==> src/sv/prefill_token_budget_scheduler_defines.svh <==
`ifndef PREFILL_TOKEN_BUDGET_SCHEDULER_DEFINES_SVH
`define PREFILL_TOKEN_BUDGET_SCHEDULER_DEFINES_SVH

// same-cycle implication, sampled on clk, off while rst is high
`define PBTS_ASSERT_NOW(label, ante, cons, msg) \
  label: assert property (@(posedge clk) disable iff (rst) (ante) |-> (cons)) \
    else $error(msg);

// next-cycle implication, sampled on clk, off while rst is high
`define PBTS_ASSERT_NEXT(label, ante, cons, msg) \
  label: assert property (@(posedge clk) disable iff (rst) (ante) |=> (cons)) \
    else $error(msg);

`endif

==> src/sv/pbts_pkg.sv <==
`timescale 1ns / 1ps

package pbts_pkg;

  localparam int TOKEN_BITS = 23;
  localparam int IN_W       = TOKEN_BITS + 1;
  localparam int MAX_SLOTS  = 64;
  localparam int SLOT_W     = 6;
  localparam int SCNT_W     = 7;
  localparam int CMD_W      = 2;
  localparam int CFG_IDX_W  = 2;

  // shared divider
  localparam int DIV_W      = IN_W;
  localparam int DIV_STEP_W = $clog2(DIV_W + 1);

  localparam logic [CMD_W-1:0] CMD_BEGIN = 2'd0;
  localparam logic [CMD_W-1:0] CMD_GRANT = 2'd1;
  localparam logic [CMD_W-1:0] CMD_SLOT  = 2'd2;
  localparam logic [CMD_W-1:0] CMD_SCHED = 2'd3;

  localparam logic [CFG_IDX_W-1:0] REG_CHUNK_LIMIT = 2'd0;
  localparam logic [CFG_IDX_W-1:0] REG_MICRO_BATCH = 2'd1;
  localparam logic [CFG_IDX_W-1:0] REG_SLOT_COUNT  = 2'd2;

  typedef struct packed {
    logic [CMD_W-1:0]       cmd;
    logic signed [IN_W-1:0] budget_tokens;
    logic signed [IN_W-1:0] decode_count;
    logic signed [IN_W-1:0] pending_count;
    logic signed [IN_W-1:0] requested_tokens;
    logic                   splittable;
    logic signed [IN_W-1:0] batch_used;
    logic [SLOT_W-1:0]      slot_offset;
    logic [SLOT_W-1:0]      scheduled_slot;
    logic signed [IN_W-1:0] scheduled_tokens;
  } in_item_t;

  typedef struct packed {
    logic [TOKEN_BITS-1:0] granted_tokens;
    logic                  exclusive_ok;
    logic [TOKEN_BITS-1:0] limit_tokens;
    logic [SLOT_W-1:0]     round_start;
    logic [SLOT_W-1:0]     slot_index;
  } out_item_t;

  typedef struct packed {
    logic                  start;
    logic [DIV_STEP_W-1:0] steps;
  } div_req_t;

  typedef struct packed {
    logic busy;
    logic done;
  } div_rsp_t;

endpackage

==> src/sv/prefill_token_budget_scheduler.sv <==
`timescale 1ns / 1ps
`include "prefill_token_budget_scheduler_defines.svh"
// prefill token budget scheduler with a round-robin slot pointer
// input channel in_valid/in_ready carries one command word, output channel
// out_valid/out_ready returns exactly one result word per command, in order
// commands: begin round, grant query, slot at offset, scheduled notice
// config: cfg_we/cfg_index/cfg_wdata write the chunk limit, micro batch and
// slot count, one register per cycle; the user must write them only while
// the block is idle, which the block itself does not enforce; all divisions
// and slot modulos share one restoring divider, one bit a cycle
// sequencer states from the accepted command to the result word: grant
// query issue, done; slot at offset and scheduled notice issue, modulo
// (7-bit modulo by slot count) when needed, done; begin round issue,
// modulo unless slot count is zero, limit, fair share division (24 bits)
// when it runs, done
// in_ready comes back together with out_valid, so a command is taken only
// after the previous result has entered the output register; in_ready is
// also high while the previous result still waits in the output register
// a stalled receiver holds that result and the sequencer waits in its last
// state; synchronous reset clears the pointers and round state, restores
// the register defaults and empties the output register
module prefill_token_budget_scheduler (
  input  logic                              clk,
  input  logic                              rst,
  input  logic                              in_valid,
  output logic                              in_ready,
  input  pbts_pkg::in_item_t                in_data,
  output logic                              out_valid,
  input  logic                              out_ready,
  output pbts_pkg::out_item_t               out_data,
  input  logic                              cfg_we,
  input  logic [pbts_pkg::CFG_IDX_W-1:0]    cfg_index,
  input  logic [pbts_pkg::TOKEN_BITS-1:0]   cfg_wdata
);
  import pbts_pkg::*;

  localparam logic [2:0] ST_IDLE  = 3'd0;
  localparam logic [2:0] ST_ISSUE = 3'd1;
  localparam logic [2:0] ST_MOD   = 3'd2;
  localparam logic [2:0] ST_LIMIT = 3'd3;
  localparam logic [2:0] ST_FAIR  = 3'd4;
  localparam logic [2:0] ST_DONE  = 3'd5;

  function automatic logic [TOKEN_BITS-1:0] left_after(
    input logic [TOKEN_BITS-1:0] budget,
    input logic signed [IN_W-1:0] used
  );
    logic [TOKEN_BITS-1:0] left;
    left = '0;
    if (budget != '0 && $signed({1'b0, budget}) > used) begin
      left = used[IN_W-1] ? budget : budget - used[TOKEN_BITS-1:0];
    end
    return left;
  endfunction

  function automatic logic [TOKEN_BITS-1:0] clamp0(input logic signed [IN_W-1:0] v);
    return v[IN_W-1] ? '0 : v[TOKEN_BITS-1:0];
  endfunction

  function automatic logic [TOKEN_BITS-1:0] umin(
    input logic [TOKEN_BITS-1:0] a,
    input logic [TOKEN_BITS-1:0] b
  );
    return (a < b) ? a : b;
  endfunction

  logic [2:0]            state;
  in_item_t              item;

  logic [TOKEN_BITS-1:0] chunk_limit;
  logic [TOKEN_BITS-1:0] micro_batch;
  logic [SCNT_W-1:0]     slot_count;

  logic [SLOT_W-1:0]     next_slot;
  logic [SLOT_W-1:0]     start_slot_reg;
  logic [TOKEN_BITS-1:0] round_budget;
  logic [TOKEN_BITS-1:0] round_decode;
  logic [TOKEN_BITS-1:0] round_pending;
  logic [TOKEN_BITS-1:0] round_limit;

  logic [TOKEN_BITS-1:0] res_granted;
  logic                  res_excl;
  logic [SLOT_W-1:0]     res_sidx;

  // divider hookup
  div_req_t              div_req;
  div_rsp_t              div_rsp;
  logic [DIV_W-1:0]      div_dividend;
  logic [DIV_W-1:0]      div_divisor;
  logic [DIV_W-1:0]      div_quo;
  logic [DIV_W-1:0]      div_rem;

  logic [SCNT_W-1:0]     n_eff;
  logic                  n_zero;
  logic                  toks_pos;
  logic                  need_mod;
  logic [SCNT_W-1:0]     mod_src;

  logic signed [IN_W-1:0] req;
  logic signed [IN_W-1:0] used;
  logic                  req_pos;
  logic [TOKEN_BITS-1:0] req_u;
  logic [TOKEN_BITS-1:0] avail_g;
  logic [TOKEN_BITS-1:0] grant_calc;
  logic                  excl_calc;

  logic [TOKEN_BITS-1:0] avail_r;
  logic [TOKEN_BITS-1:0] pb_eff;
  logic                  need_fair;
  logic [TOKEN_BITS-1:0] limit_direct;
  logic [TOKEN_BITS-1:0] fair_q;
  logic [TOKEN_BITS-1:0] fair_max;
  logic [TOKEN_BITS-1:0] fair_limit;
  logic                  out_free;

  assign n_eff    = (slot_count > SCNT_W'(MAX_SLOTS)) ? SCNT_W'(MAX_SLOTS) : slot_count;
  assign n_zero   = (n_eff == '0);
  assign toks_pos = !item.scheduled_tokens[IN_W-1] && (item.scheduled_tokens != '0);

  always_comb begin
    case (item.cmd)
      CMD_BEGIN: begin
        mod_src  = {1'b0, next_slot};
        need_mod = !n_zero;
      end
      CMD_SLOT: begin
        mod_src  = {1'b0, start_slot_reg} + {1'b0, item.slot_offset};
        need_mod = !n_zero;
      end
      CMD_SCHED: begin
        mod_src  = {1'b0, item.scheduled_slot} + SCNT_W'(1);
        need_mod = !n_zero && toks_pos;
      end
      default: begin
        mod_src  = '0;
        need_mod = 1'b0;
      end
    endcase
  end

  // grant query
  assign req     = item.requested_tokens;
  assign used    = item.batch_used;
  assign req_pos = !req[IN_W-1] && (req != '0);
  assign req_u   = req[TOKEN_BITS-1:0];
  assign avail_g = left_after(round_budget, used);

  always_comb begin
    grant_calc = '0;
    if (req_pos && avail_g != '0) begin
      if (item.splittable) begin
        grant_calc = umin(umin(req_u, avail_g), round_limit);
      end else begin
        grant_calc = (req_u <= avail_g) ? req_u : '0;
      end
    end
  end

  assign excl_calc = (round_decode == '0) && (round_pending == TOKEN_BITS'(1)) && req_pos
                   && (used == '0) && (round_budget != '0)
                   && (req_u <= round_budget || round_limit == round_budget);

  // round limit
  assign avail_r   = left_after(round_budget, {1'b0, round_decode});
  assign pb_eff    = (micro_batch == '0) ? TOKEN_BITS'(1) : micro_batch;
  assign need_fair = (avail_r != '0) && (chunk_limit == '0) && (round_decode == '0)
                   && (round_pending > TOKEN_BITS'(1));

  always_comb begin
    if (avail_r == '0) begin
      limit_direct = '0;
    end else if (chunk_limit != '0) begin
      limit_direct = umin(chunk_limit, avail_r);
    end else if (round_decode != '0) begin
      limit_direct = umin(avail_r, pb_eff);
    end else begin
      limit_direct = avail_r;
    end
  end

  assign fair_q     = div_quo[TOKEN_BITS-1:0];
  assign fair_max   = (pb_eff > fair_q) ? pb_eff : fair_q;
  assign fair_limit = umin(avail_r, fair_max);

  always_comb begin
    div_req.start = 1'b0;
    div_req.steps = DIV_STEP_W'(SCNT_W);
    div_dividend  = {mod_src, {(DIV_W-SCNT_W){1'b0}}};
    div_divisor   = {{(DIV_W-SCNT_W){1'b0}}, n_eff};
    case (state)
      ST_ISSUE: begin
        div_req.start = need_mod;
      end
      ST_LIMIT: begin
        // ceiling of avail over pending
        div_req.start = need_fair;
        div_req.steps = DIV_STEP_W'(DIV_W);
        div_dividend  = {1'b0, avail_r} + {1'b0, round_pending} - DIV_W'(1);
        div_divisor   = {1'b0, round_pending};
      end
      default: begin
        div_req.start = 1'b0;
      end
    endcase
  end

  pbts_div u_div (
    .clk       (clk),
    .rst       (rst),
    .div_req   (div_req),
    .dividend  (div_dividend),
    .divisor   (div_divisor),
    .div_rsp   (div_rsp),
    .quotient  (div_quo),
    .remainder (div_rem)
  );

  assign in_ready = (state == ST_IDLE);
  assign out_free = !out_valid || out_ready;

  always_ff @(posedge clk) begin
    if (rst) begin
      chunk_limit <= '0;
      micro_batch <= TOKEN_BITS'(512);
      slot_count  <= SCNT_W'(1);
    end else if (cfg_we) begin
      case (cfg_index)
        REG_CHUNK_LIMIT: chunk_limit <= cfg_wdata;
        REG_MICRO_BATCH: micro_batch <= cfg_wdata;
        REG_SLOT_COUNT:  slot_count  <= cfg_wdata[SCNT_W-1:0];
        default: begin
        end
      endcase
    end
  end

  always_ff @(posedge clk) begin
    if (rst) begin
      state          <= ST_IDLE;
      out_valid      <= 1'b0;
      next_slot      <= '0;
      start_slot_reg <= '0;
      round_budget   <= '0;
      round_decode   <= '0;
      round_pending  <= '0;
      round_limit    <= '0;
    end else begin
      if (state == ST_DONE && out_free) begin
        out_valid <= 1'b1;
      end else if (out_ready) begin
        out_valid <= 1'b0;
      end
      case (state)
        ST_IDLE: begin
          if (in_valid) begin
            item  <= in_data;
            state <= ST_ISSUE;
          end
        end
        ST_ISSUE: begin
          res_granted <= (item.cmd == CMD_GRANT) ? grant_calc : '0;
          res_excl    <= (item.cmd == CMD_GRANT) ? excl_calc : 1'b0;
          res_sidx    <= '0;
          if (item.cmd == CMD_BEGIN) begin
            round_budget  <= clamp0(item.budget_tokens);
            round_decode  <= clamp0(item.decode_count);
            round_pending <= clamp0(item.pending_count);
            round_limit   <= '0;
            if (n_zero) begin
              start_slot_reg <= '0;
            end
          end
          if (need_mod) begin
            state <= ST_MOD;
          end else if (item.cmd == CMD_BEGIN) begin
            state <= ST_LIMIT;
          end else begin
            state <= ST_DONE;
          end
        end
        ST_MOD: begin
          if (div_rsp.done) begin
            case (item.cmd)
              CMD_BEGIN: begin
                start_slot_reg <= div_rem[SLOT_W-1:0];
                state          <= ST_LIMIT;
              end
              CMD_SLOT: begin
                res_sidx <= div_rem[SLOT_W-1:0];
                state    <= ST_DONE;
              end
              CMD_SCHED: begin
                next_slot <= div_rem[SLOT_W-1:0];
                state     <= ST_DONE;
              end
              default: begin
                state <= ST_DONE;
              end
            endcase
          end
        end
        ST_LIMIT: begin
          if (need_fair) begin
            state <= ST_FAIR;
          end else begin
            round_limit <= limit_direct;
            state       <= ST_DONE;
          end
        end
        ST_FAIR: begin
          if (div_rsp.done) begin
            round_limit <= fair_limit;
            state       <= ST_DONE;
          end
        end
        ST_DONE: begin
          if (out_free) begin
            state <= ST_IDLE;
          end
        end
        default: begin
          state <= ST_IDLE;
        end
      endcase
    end
  end

  always_ff @(posedge clk) begin
    if (state == ST_DONE && out_free) begin
      out_data.granted_tokens <= res_granted;
      out_data.exclusive_ok   <= res_excl;
      out_data.limit_tokens   <= round_limit;
      out_data.round_start    <= start_slot_reg;
      out_data.slot_index     <= res_sidx;
    end
  end

  `PBTS_ASSERT_NEXT(a_div_launch, state == ST_ISSUE && div_req.start, div_rsp.busy,
    "divider not running after launch")
  `PBTS_ASSERT_NOW(a_limit_in_budget, 1'b1, round_limit <= round_budget,
    "round limit above round budget")
  `PBTS_ASSERT_NOW(a_excl_has_limit, out_valid && out_data.exclusive_ok,
    out_data.limit_tokens != '0, "exclusive word with a zero round limit")
  `PBTS_ASSERT_NOW(a_div_while_wait, state == ST_FAIR,
    div_rsp.busy || div_rsp.done, "fair share wait without divider activity")

endmodule

==> src/sv/pbts_div.sv <==
`timescale 1ns / 1ps
`include "prefill_token_budget_scheduler_defines.svh"

module pbts_div (
  input  logic                           clk,
  input  logic                           rst,
  input  pbts_pkg::div_req_t             div_req,
  input  logic [pbts_pkg::DIV_W-1:0]     dividend,
  input  logic [pbts_pkg::DIV_W-1:0]     divisor,
  output pbts_pkg::div_rsp_t             div_rsp,
  output logic [pbts_pkg::DIV_W-1:0]     quotient,
  output logic [pbts_pkg::DIV_W-1:0]     remainder
);
  import pbts_pkg::*;

  logic                  busy;
  logic                  done;
  logic [DIV_STEP_W-1:0] cnt;
  logic [DIV_W-1:0]      dvd;
  logic [DIV_W-1:0]      dsr;
  logic [DIV_W-1:0]      rem;
  logic [DIV_W-1:0]      quo;

  logic [DIV_W:0]        trial;
  logic [DIV_W:0]        diff;
  logic                  ge;

  // one quotient bit per cycle, restoring
  assign trial = {rem, dvd[DIV_W-1]};
  assign diff  = trial - {1'b0, dsr};
  assign ge    = trial >= {1'b0, dsr};

  always_ff @(posedge clk) begin
    if (rst) begin
      busy <= 1'b0;
      done <= 1'b0;
      cnt  <= '0;
    end else begin
      done <= 1'b0;
      if (div_req.start) begin
        busy <= 1'b1;
        cnt  <= div_req.steps;
      end else if (busy) begin
        cnt <= cnt - 1'b1;
        if (cnt == DIV_STEP_W'(1)) begin
          busy <= 1'b0;
          done <= 1'b1;
        end
      end
    end
  end

  always_ff @(posedge clk) begin
    if (div_req.start) begin
      dvd <= dividend;
      dsr <= divisor;
      rem <= '0;
      quo <= '0;
    end else if (busy) begin
      dvd <= {dvd[DIV_W-2:0], 1'b0};
      rem <= ge ? diff[DIV_W-1:0] : trial[DIV_W-1:0];
      quo <= {quo[DIV_W-2:0], ge};
    end
  end

  assign div_rsp.busy = busy;
  assign div_rsp.done = done;
  assign quotient     = quo;
  assign remainder    = rem;

  `PBTS_ASSERT_NOW(a_div_no_restart, div_req.start, !busy, "divider started while busy")
  `PBTS_ASSERT_NOW(a_div_done_idle, done, !busy, "divider done while still busy")

endmodule
==> config.mk <==
export PLATFORM = sky130hd
export DESIGN_NAME = prefill_token_budget_scheduler
export DESIGN_NICKNAME = d
export VERILOG_FILES = /design/src/sv/pbts_pkg.sv /design/src/sv/prefill_token_budget_scheduler.sv /design/src/sv/pbts_div.sv
export VERILOG_INCLUDE_DIRS = /design/src /design/src/sv
export SDC_FILE = /design/constraint.sdc
export NUM_CORES = 1
export LEC_CHECK = 0
export ABC_AREA = 1
export BUFFER_PORTS_ARGS = -buffer_cell sky130_fd_sc_hd__buf_2
export CORE_MARGIN = 2
export CORE_UTILIZATION = 42
export CTS_CLUSTER_DIAMETER = 40
export DETAILED_ROUTE_END_ITERATION = 7
export GPL_TIMING_DRIVEN = 0
export SYNTH_ARGS = -nofsm -noshare
export SYNTH_HDL_FRONTEND = slang
export SYNTH_SLANG_ARGS = --single-unit
==> constraint.sdc <==
create_clock -name clk -period 11.85 [get_ports clk]
set_input_delay 0.5925 -clock clk [delete_from_list [all_inputs] [get_ports clk]]
set_output_delay 0.5925 -clock clk [all_outputs]
set_load 0.01 [all_outputs]
==> qor.csv, run 1 <==
stage,metric,value,unit
critical_path,Crit path top cell by count,nand2_1,
critical_path,CP startpoint kind,flop,
routing,DR vias/cell,5.33,
global_route,Overflow after GRT,0,
synthesis,post-synthesis sequential area ratio,0.423,
place,gpl congestion,1.01,
timing,Hold WS,0.109,ns
clocking,CTS resizes,0,
clocking,H-tree Lvls,3,
place,DP HPWL,83300,um
routing,WL/cell,19.9,um
clocking,setup bufs post-CTS,0,
clocking,Clock Path Buffers,3,
floorplanning,Initial Util,0.425,
critical_path,CP peak stage delay,0.71,ns
global_route,GR Util All Layers,0.269,
floorplanning,Die Y,276,um
critical_path,CP startpoint,round_budget[0],
synthesis,ys async rst share,0,
synthesis,synth cell count leaders,"nand2_1 (728), inv_1 (503), a21oi_1 (371), nor2_1 (360), edfxtp_1 (295)",
routing,DRT antenna net count,0,
global_route,largest net degree at the start of global routing,37,
critical_path,CP max-delay cell,a211oi_1,
clocking,clock sinks,510,
critical_path,arrival time at the worst endpoint,8.23,ns
synthesis,total number of yosys warnings,0,
critical_path,Setup CP Type,flop to flop,
clocking,CTS buffer count,84,
routing,routed via count,28000,
routing,first-iteration detailed-routing DRC count,2680,
synthesis,post-synth design cell area,31100,um^2
floorplanning,die area,76300,um^2
synthesis,syn nets,4358,
clocking,worst-skew pair later-pin latency,0.66,ns
synthesis,Synth cell types,51,
timing,slew at the pin with the worst max-slew slack,1.13,ns
timing,RSZ-0062 raised after global routing,false,
job,Max-Cap Viols,0,
floorplanning,DIE WIDTH,276,um
synthesis,Synth area leader,edfxtp_1,
clocking,cts hold-fix bufs,0,
synthesis,most numerous cell in the Yosys netlist,nand2_1,
timing,Final period util,0.656,
critical_path,crit-path max FO,10,
finish,Area Overhead vs Synth,17.8,%
critical_path,CP endpoint kind,flop,
timing,fin crit period,7.78,ns
routing,DRC viols,0,
clocking,CTS tree,done,
synthesis,"EDFF count, synth",295,
synthesis,"top cells by area, synth","edfxtp_1 (28%), dfxtp_1 (14%), ha_1 (11%)",
timing,Worst Clk Skew,0.0328,ns
timing,Final setup viols,0,
timing,"Hold Violations, Final",0,
finish,layout net count,4699,
critical_path,required time worst endpoint,12.30,ns
finish,largest reg by FF count,item,
synthesis,Post-Syn Instances,3884,
synthesis,average cell area after synthesis,8.01,um^2
finish,top flop regs,"item (111), out_data (59)",
place,I/O Buffers,249,
routing,final WL,105000,um
synthesis,Synth top area share,0.285,
min_path,min-delay src,in_data[76],
timing,relative slew slack,0.249,
clocking,root buffer cell,clkbuf_16,
finish,antenna cells,0,
status,run status,"complete, no violations",
finish,Largest register FFs,111,
clocking,Worst-path clk slew,0.06,ns
floorplanning,num rows,99,
global_route,initial antenna violation count,1,
synthesis,Yosys reg bits,510,
timing,Fmax,0.129,GHz
critical_path,worst r2r src,round_budget[0],
timing,fin. max-slew vios,0,
routing,total iterations of the first detailed-routing run,6,
global_route,vias in the first global route,26400,
min_path,Hold Path Class,input pin to flop,
finish,share of cells above drive strength 1,0.109,
synthesis,ys flop type,edfxtp_1,
floorplanning,core footprint,73200,um^2
floorplanning,I/O Pins,250,
global_route,first-pass GRT wire length,158000,um
## worst max-delay path: cells and delay by family, from the launching register on
family	cells	cell delay, ns
buffers and inverters	7	1.56
DFF	1	0.55
and+or+nand+nor	20	2.65
AOI/OAI and AO/OA	7	1.65
adders and majority gates	4	1.17
## layer usage
metal,up-vias,track usage,wire length (um)
met5,-,0,11
met2,1054,0.420,45700
met1,12800,0.379,47800
met4,2,0.0923,3410
met3,190,0.0408,7800
li1,13900,-,-
## cells by family after synthesis
group	synth area share
fa+ha+maj	0.116
compound gates	0.146
xor+xnor	0.0208
buf+inv	0.0833
flops	0.423
simple gates	0.211
## per-stage QoR
step,setup TNS [ns],std cells,utilization,cell area (um^2),setup slack (ns)
finish,0,5251,0.501,36600,4.07
global route,0,5251,0.501,36600,3.52
CTS,0,5251,0.501,36600,4.27
global placement,-164.01,5092,0.458,33600,-1.09
detailed placement,0,5098,0.460,33700,4.30
floorplan,0,3884,-,31100,3.28
## area by class of cell
cell class                 instances  area [um^2]
fill                            7178        36600
tap                              959         1200
multi-input combinational       2710        15400
sequential                       510        13200
buffer                           152          671
timing repair buffer             255         1370
clock buffer                      96         2230
clock inverter                    57          708
inverter                         512         1920
## worst paths after layout
kind	end	slack [ns]	cells after the start
worst max-delay path	res_granted[20]	4.07	38
worst min-delay path	req[15]	0.11	1
worst max register to register	res_granted[20]	4.07	38
worst min register to register	out_data[35]	0.40	0
## placed cells by master (no fill, tap or decap), types with 7 or more instances in the layout
master,Yosys,final
nand4_1,64,64
nand2_2,13,13
o211ai_1,18,18
o21ai_1,55,55
bufinv_16,0,9
xor2_1,32,32
a31oi_1,8,8
clkbuf_16,0,86
clkinv_1,1,9
buf_4,7,7
buf_2,17,266
o221ai_1,9,9
inv_6,0,11
inv_1,503,503
nand3b_1,11,11
edfxtp_1,295,295
a21o_1,7,7
ha_1,280,280
nor4_1,36,36
o21bai_1,13,13
o21a_1,15,15
nor3_1,24,24
nand2_1,728,728
clkbuf_1,116,122
a21oi_1,371,371
o21ai_0,209,209
inv_2,8,8
buf_6,7,7
xnor2_1,42,42
nand3_1,273,273
o22ai_1,11,11
nor2_1,360,357
dfxtp_1,215,215
a211oi_1,82,82
clkinv_4,0,8
Power of run 1 is not shown: default switching activity piles up to over one toggle a cycle in this logic, so the estimate is an artifact.
==> inputs of run 2 (changes only) <==
==> constraint.sdc (replaced) <==
create_clock -name clk -period 7.9 [get_ports clk]
set_input_delay 0.395 -clock clk [delete_from_list [all_inputs] [get_ports clk]]
set_output_delay 0.395 -clock clk [all_outputs]
set_load 0.01 [all_outputs]
==> run 2 against run 1 <==
Net effect:
- first-iteration DRC count is 4.2% lower
- critical path depth is 1 lower
- final cell count is 3.2% higher
- routed wire length is 3.0% higher
- global-route usage is 0.90 points higher
- critical path type unchanged
- count of clock-buffer cells in the layout is 4 higher
- register-to-register slack worse by 3.5 ns
- utilization is 2.3 points higher
- maximum frequency is 6.8% higher
==> qor.csv, run 2 (same netlist as run 1, synthesis figures left out) <==
stage,metric,value,unit
status,run status,"complete, no violations",
pwr,combinational cell fraction of total power,0.620,
clocking,root buffer cell,clkbuf_16,
min_path,min-delay src,cfg_wdata[0],
timing,"Hold Violations, Final",0,
pwr,PwrDens,519,nW/um^2
job,Max-Cap Viols,0,
min_path,Hold Path Class,input pin to flop,
finish,share of cells above drive strength 1,0.108,
pwr,Peak supply drop,0.000413,V
global_route,initial antenna violation count,1,
finish,layout net count,4864,
place,DP HPWL,83700,um
clocking,setup bufs post-CTS,0,
finish,Area Overhead vs Synth,23.2,%
timing,Worst Clk Skew,0.0387,ns
critical_path,crit-path max FO,10,
floorplanning,die area,76300,um^2
pwr,sequential power share,0.191,
finish,largest reg by FF count,item,
critical_path,"setup slack, reg-to-reg",0.62,ns
timing,relative slew slack,0.228,
finish,"most common cell after layout, fill and taps aside",nand2_1,
routing,DR vias/cell,5.33,
floorplanning,num rows,99,
timing,fin. max-slew vios,0,
clocking,Worst-path clk slew,0.06,ns
floorplanning,I/O Pins,250,
min_path,hold depth,3,
floorplanning,Die Y,276,um
timing,Final period util,0.922,
clocking,Clock Path Buffers,3,
routing,DRT antenna net count,0,
routing,WL/cell,19.9,um
global_route,vias in the first global route,27600,
critical_path,CP startpoint kind,flop,
clocking,CTS tree,done,
clocking,CTS buffer count,86,
floorplanning,DIE WIDTH,276,um
routing,routed via count,28900,
critical_path,Crit path top cell by count,nand2_1,
global_route,largest net degree at the start of global routing,37,
global_route,Overflow after GRT,0,
critical_path,CP endpoint kind,flop,
critical_path,CP peak stage delay,0.58,ns
global_route,GR Util All Layers,0.278,
pwr,leakage power,16.9,nW
clocking,worst-skew pair later-pin latency,0.65,ns
pwr,total power,0.0199,W
clocking,H-tree Lvls,3,
routing,total iterations of the first detailed-routing run,7,
critical_path,required time worst endpoint,8.33,ns
timing,Hold WS,0.0455,ns
place,gpl congestion,1.00,
global_route,first-pass GRT wire length,164000,um
floorplanning,core footprint,73200,um^2
finish,antenna cells,0,
clocking,clock sinks,510,
routing,final WL,108000,um
pwr,Clk pwr share,0.188,
timing,slew at the pin with the worst max-slew slack,1.16,ns
critical_path,r2r endpoint,res_granted[21],
min_path,Hold EP,slot_count[0],
finish,"commonest non-fill, non-tap cells in the layout","nand2_1 (728), inv_1 (503), a21oi_1 (371)",
routing,DRC viols,0,
critical_path,arrival time at the worst endpoint,7.71,ns
pwr,Psw,0.0100,W
place,I/O Buffers,249,
finish,top flop regs,"item (111), out_data (59)",
timing,fin crit period,7.28,ns
timing,Fmax,0.137,GHz
critical_path,Setup CP Type,flop to flop,
floorplanning,Initial Util,0.425,
critical_path,worst r2r src,round_budget[0],
critical_path,CP max-delay cell,dfxtp_1,
timing,RSZ-0062 raised after global routing,false,
pwr,P_int,0.00991,W
timing,setup tns final,0,ns
critical_path,Register-to-Register Path Depth,37,
finish,Largest register FFs,111,
pwr,sw frac,0.502,
timing,Final setup viols,0,
routing,first-iteration detailed-routing DRC count,2567,
run 2: cell count changes in the layout (fill, tap and decap cells not counted), sizes merged:
cell and change:
clkbuf +4, bufinv -4, dlygate4sd3 +162, inv +3
clkinv -1, buf +1, clkinvlp +5
run 2: layout make-up:
type / count / area, um^2
multi-input combinational: 2710 / 15400
clock buffer: 100 / 2310
sequential: 510 / 13200
tap: 959 / 1200
inverter: 512 / 1920
fill: 6960 / 34900
timing repair buffer: 418 / 3020
buffer: 152 / 673
clock inverter: 60 / 653
run 2: timing repair:
action                                 in CTS  in global routing
resized for setup                           0                  5
hold buffers                              162                  0
setup endpoints to repair                   0                 23
endpoints found under the hold margin     163                  0
run 2: worst max-delay path by stage:
stage / from / endpoint / depth (start not counted)
finish: round_budget[0] / res_granted[21] / 37
global route: round_budget[0] / res_granted[21] / 37
CTS: round_budget[0] / res_granted[21] / 38
detailed placement: round_budget[0] / res_granted[21] / 38
global placement: rst / item[60] / 6
floorplan: rst / item[0] / 5
run 2: layer usage:
layer | global-route usage | part of all wire | wire (um)
met5 | 0 | 0 | 0
met1 | 0.387 | 0.45 | 48800
met2 | 0.439 | 0.44 | 47300
met3 | 0.0466 | 0.075 | 8050
met4 | 0.0912 | 0.033 | 3580
run 2: power groups by stage:
stage                     clock network, W  registers (W)  logic, W
after floorplan                          0        0.00369   0.00893
after CTS                          0.00380        0.00380    0.0121
after detailed placement                 0        0.00385    0.0120
final                              0.00375        0.00381    0.0124
after global routing               0.00393        0.00384    0.0138
after global placement                   0        0.00389    0.0119
run 2: per-stage QoR:
stage	worst slack, ns	instances	instance area, um^2	util
after floorplan	2.19	3884	31100	-
after global placement	-0.747	5092	33600	0.458
after detailed placement	0.412	5099	33700	0.461
after CTS	0.318	5421	38300	0.523
after global routing	0.00541	5421	38300	0.524
final	0.617	5421	38300	0.524
run 2: worst max-delay path, delay by kind of cell, from the launching register on:
family                     cells  cell delay (ns)
and+or+nand+nor               19             2.46
AOI/OAI and AO/OA              7             1.40
buffers and inverters          7             1.45
adders and majority gates      4             1.14
DFF                            1             0.58
Power figures use the tool's default switching activity.
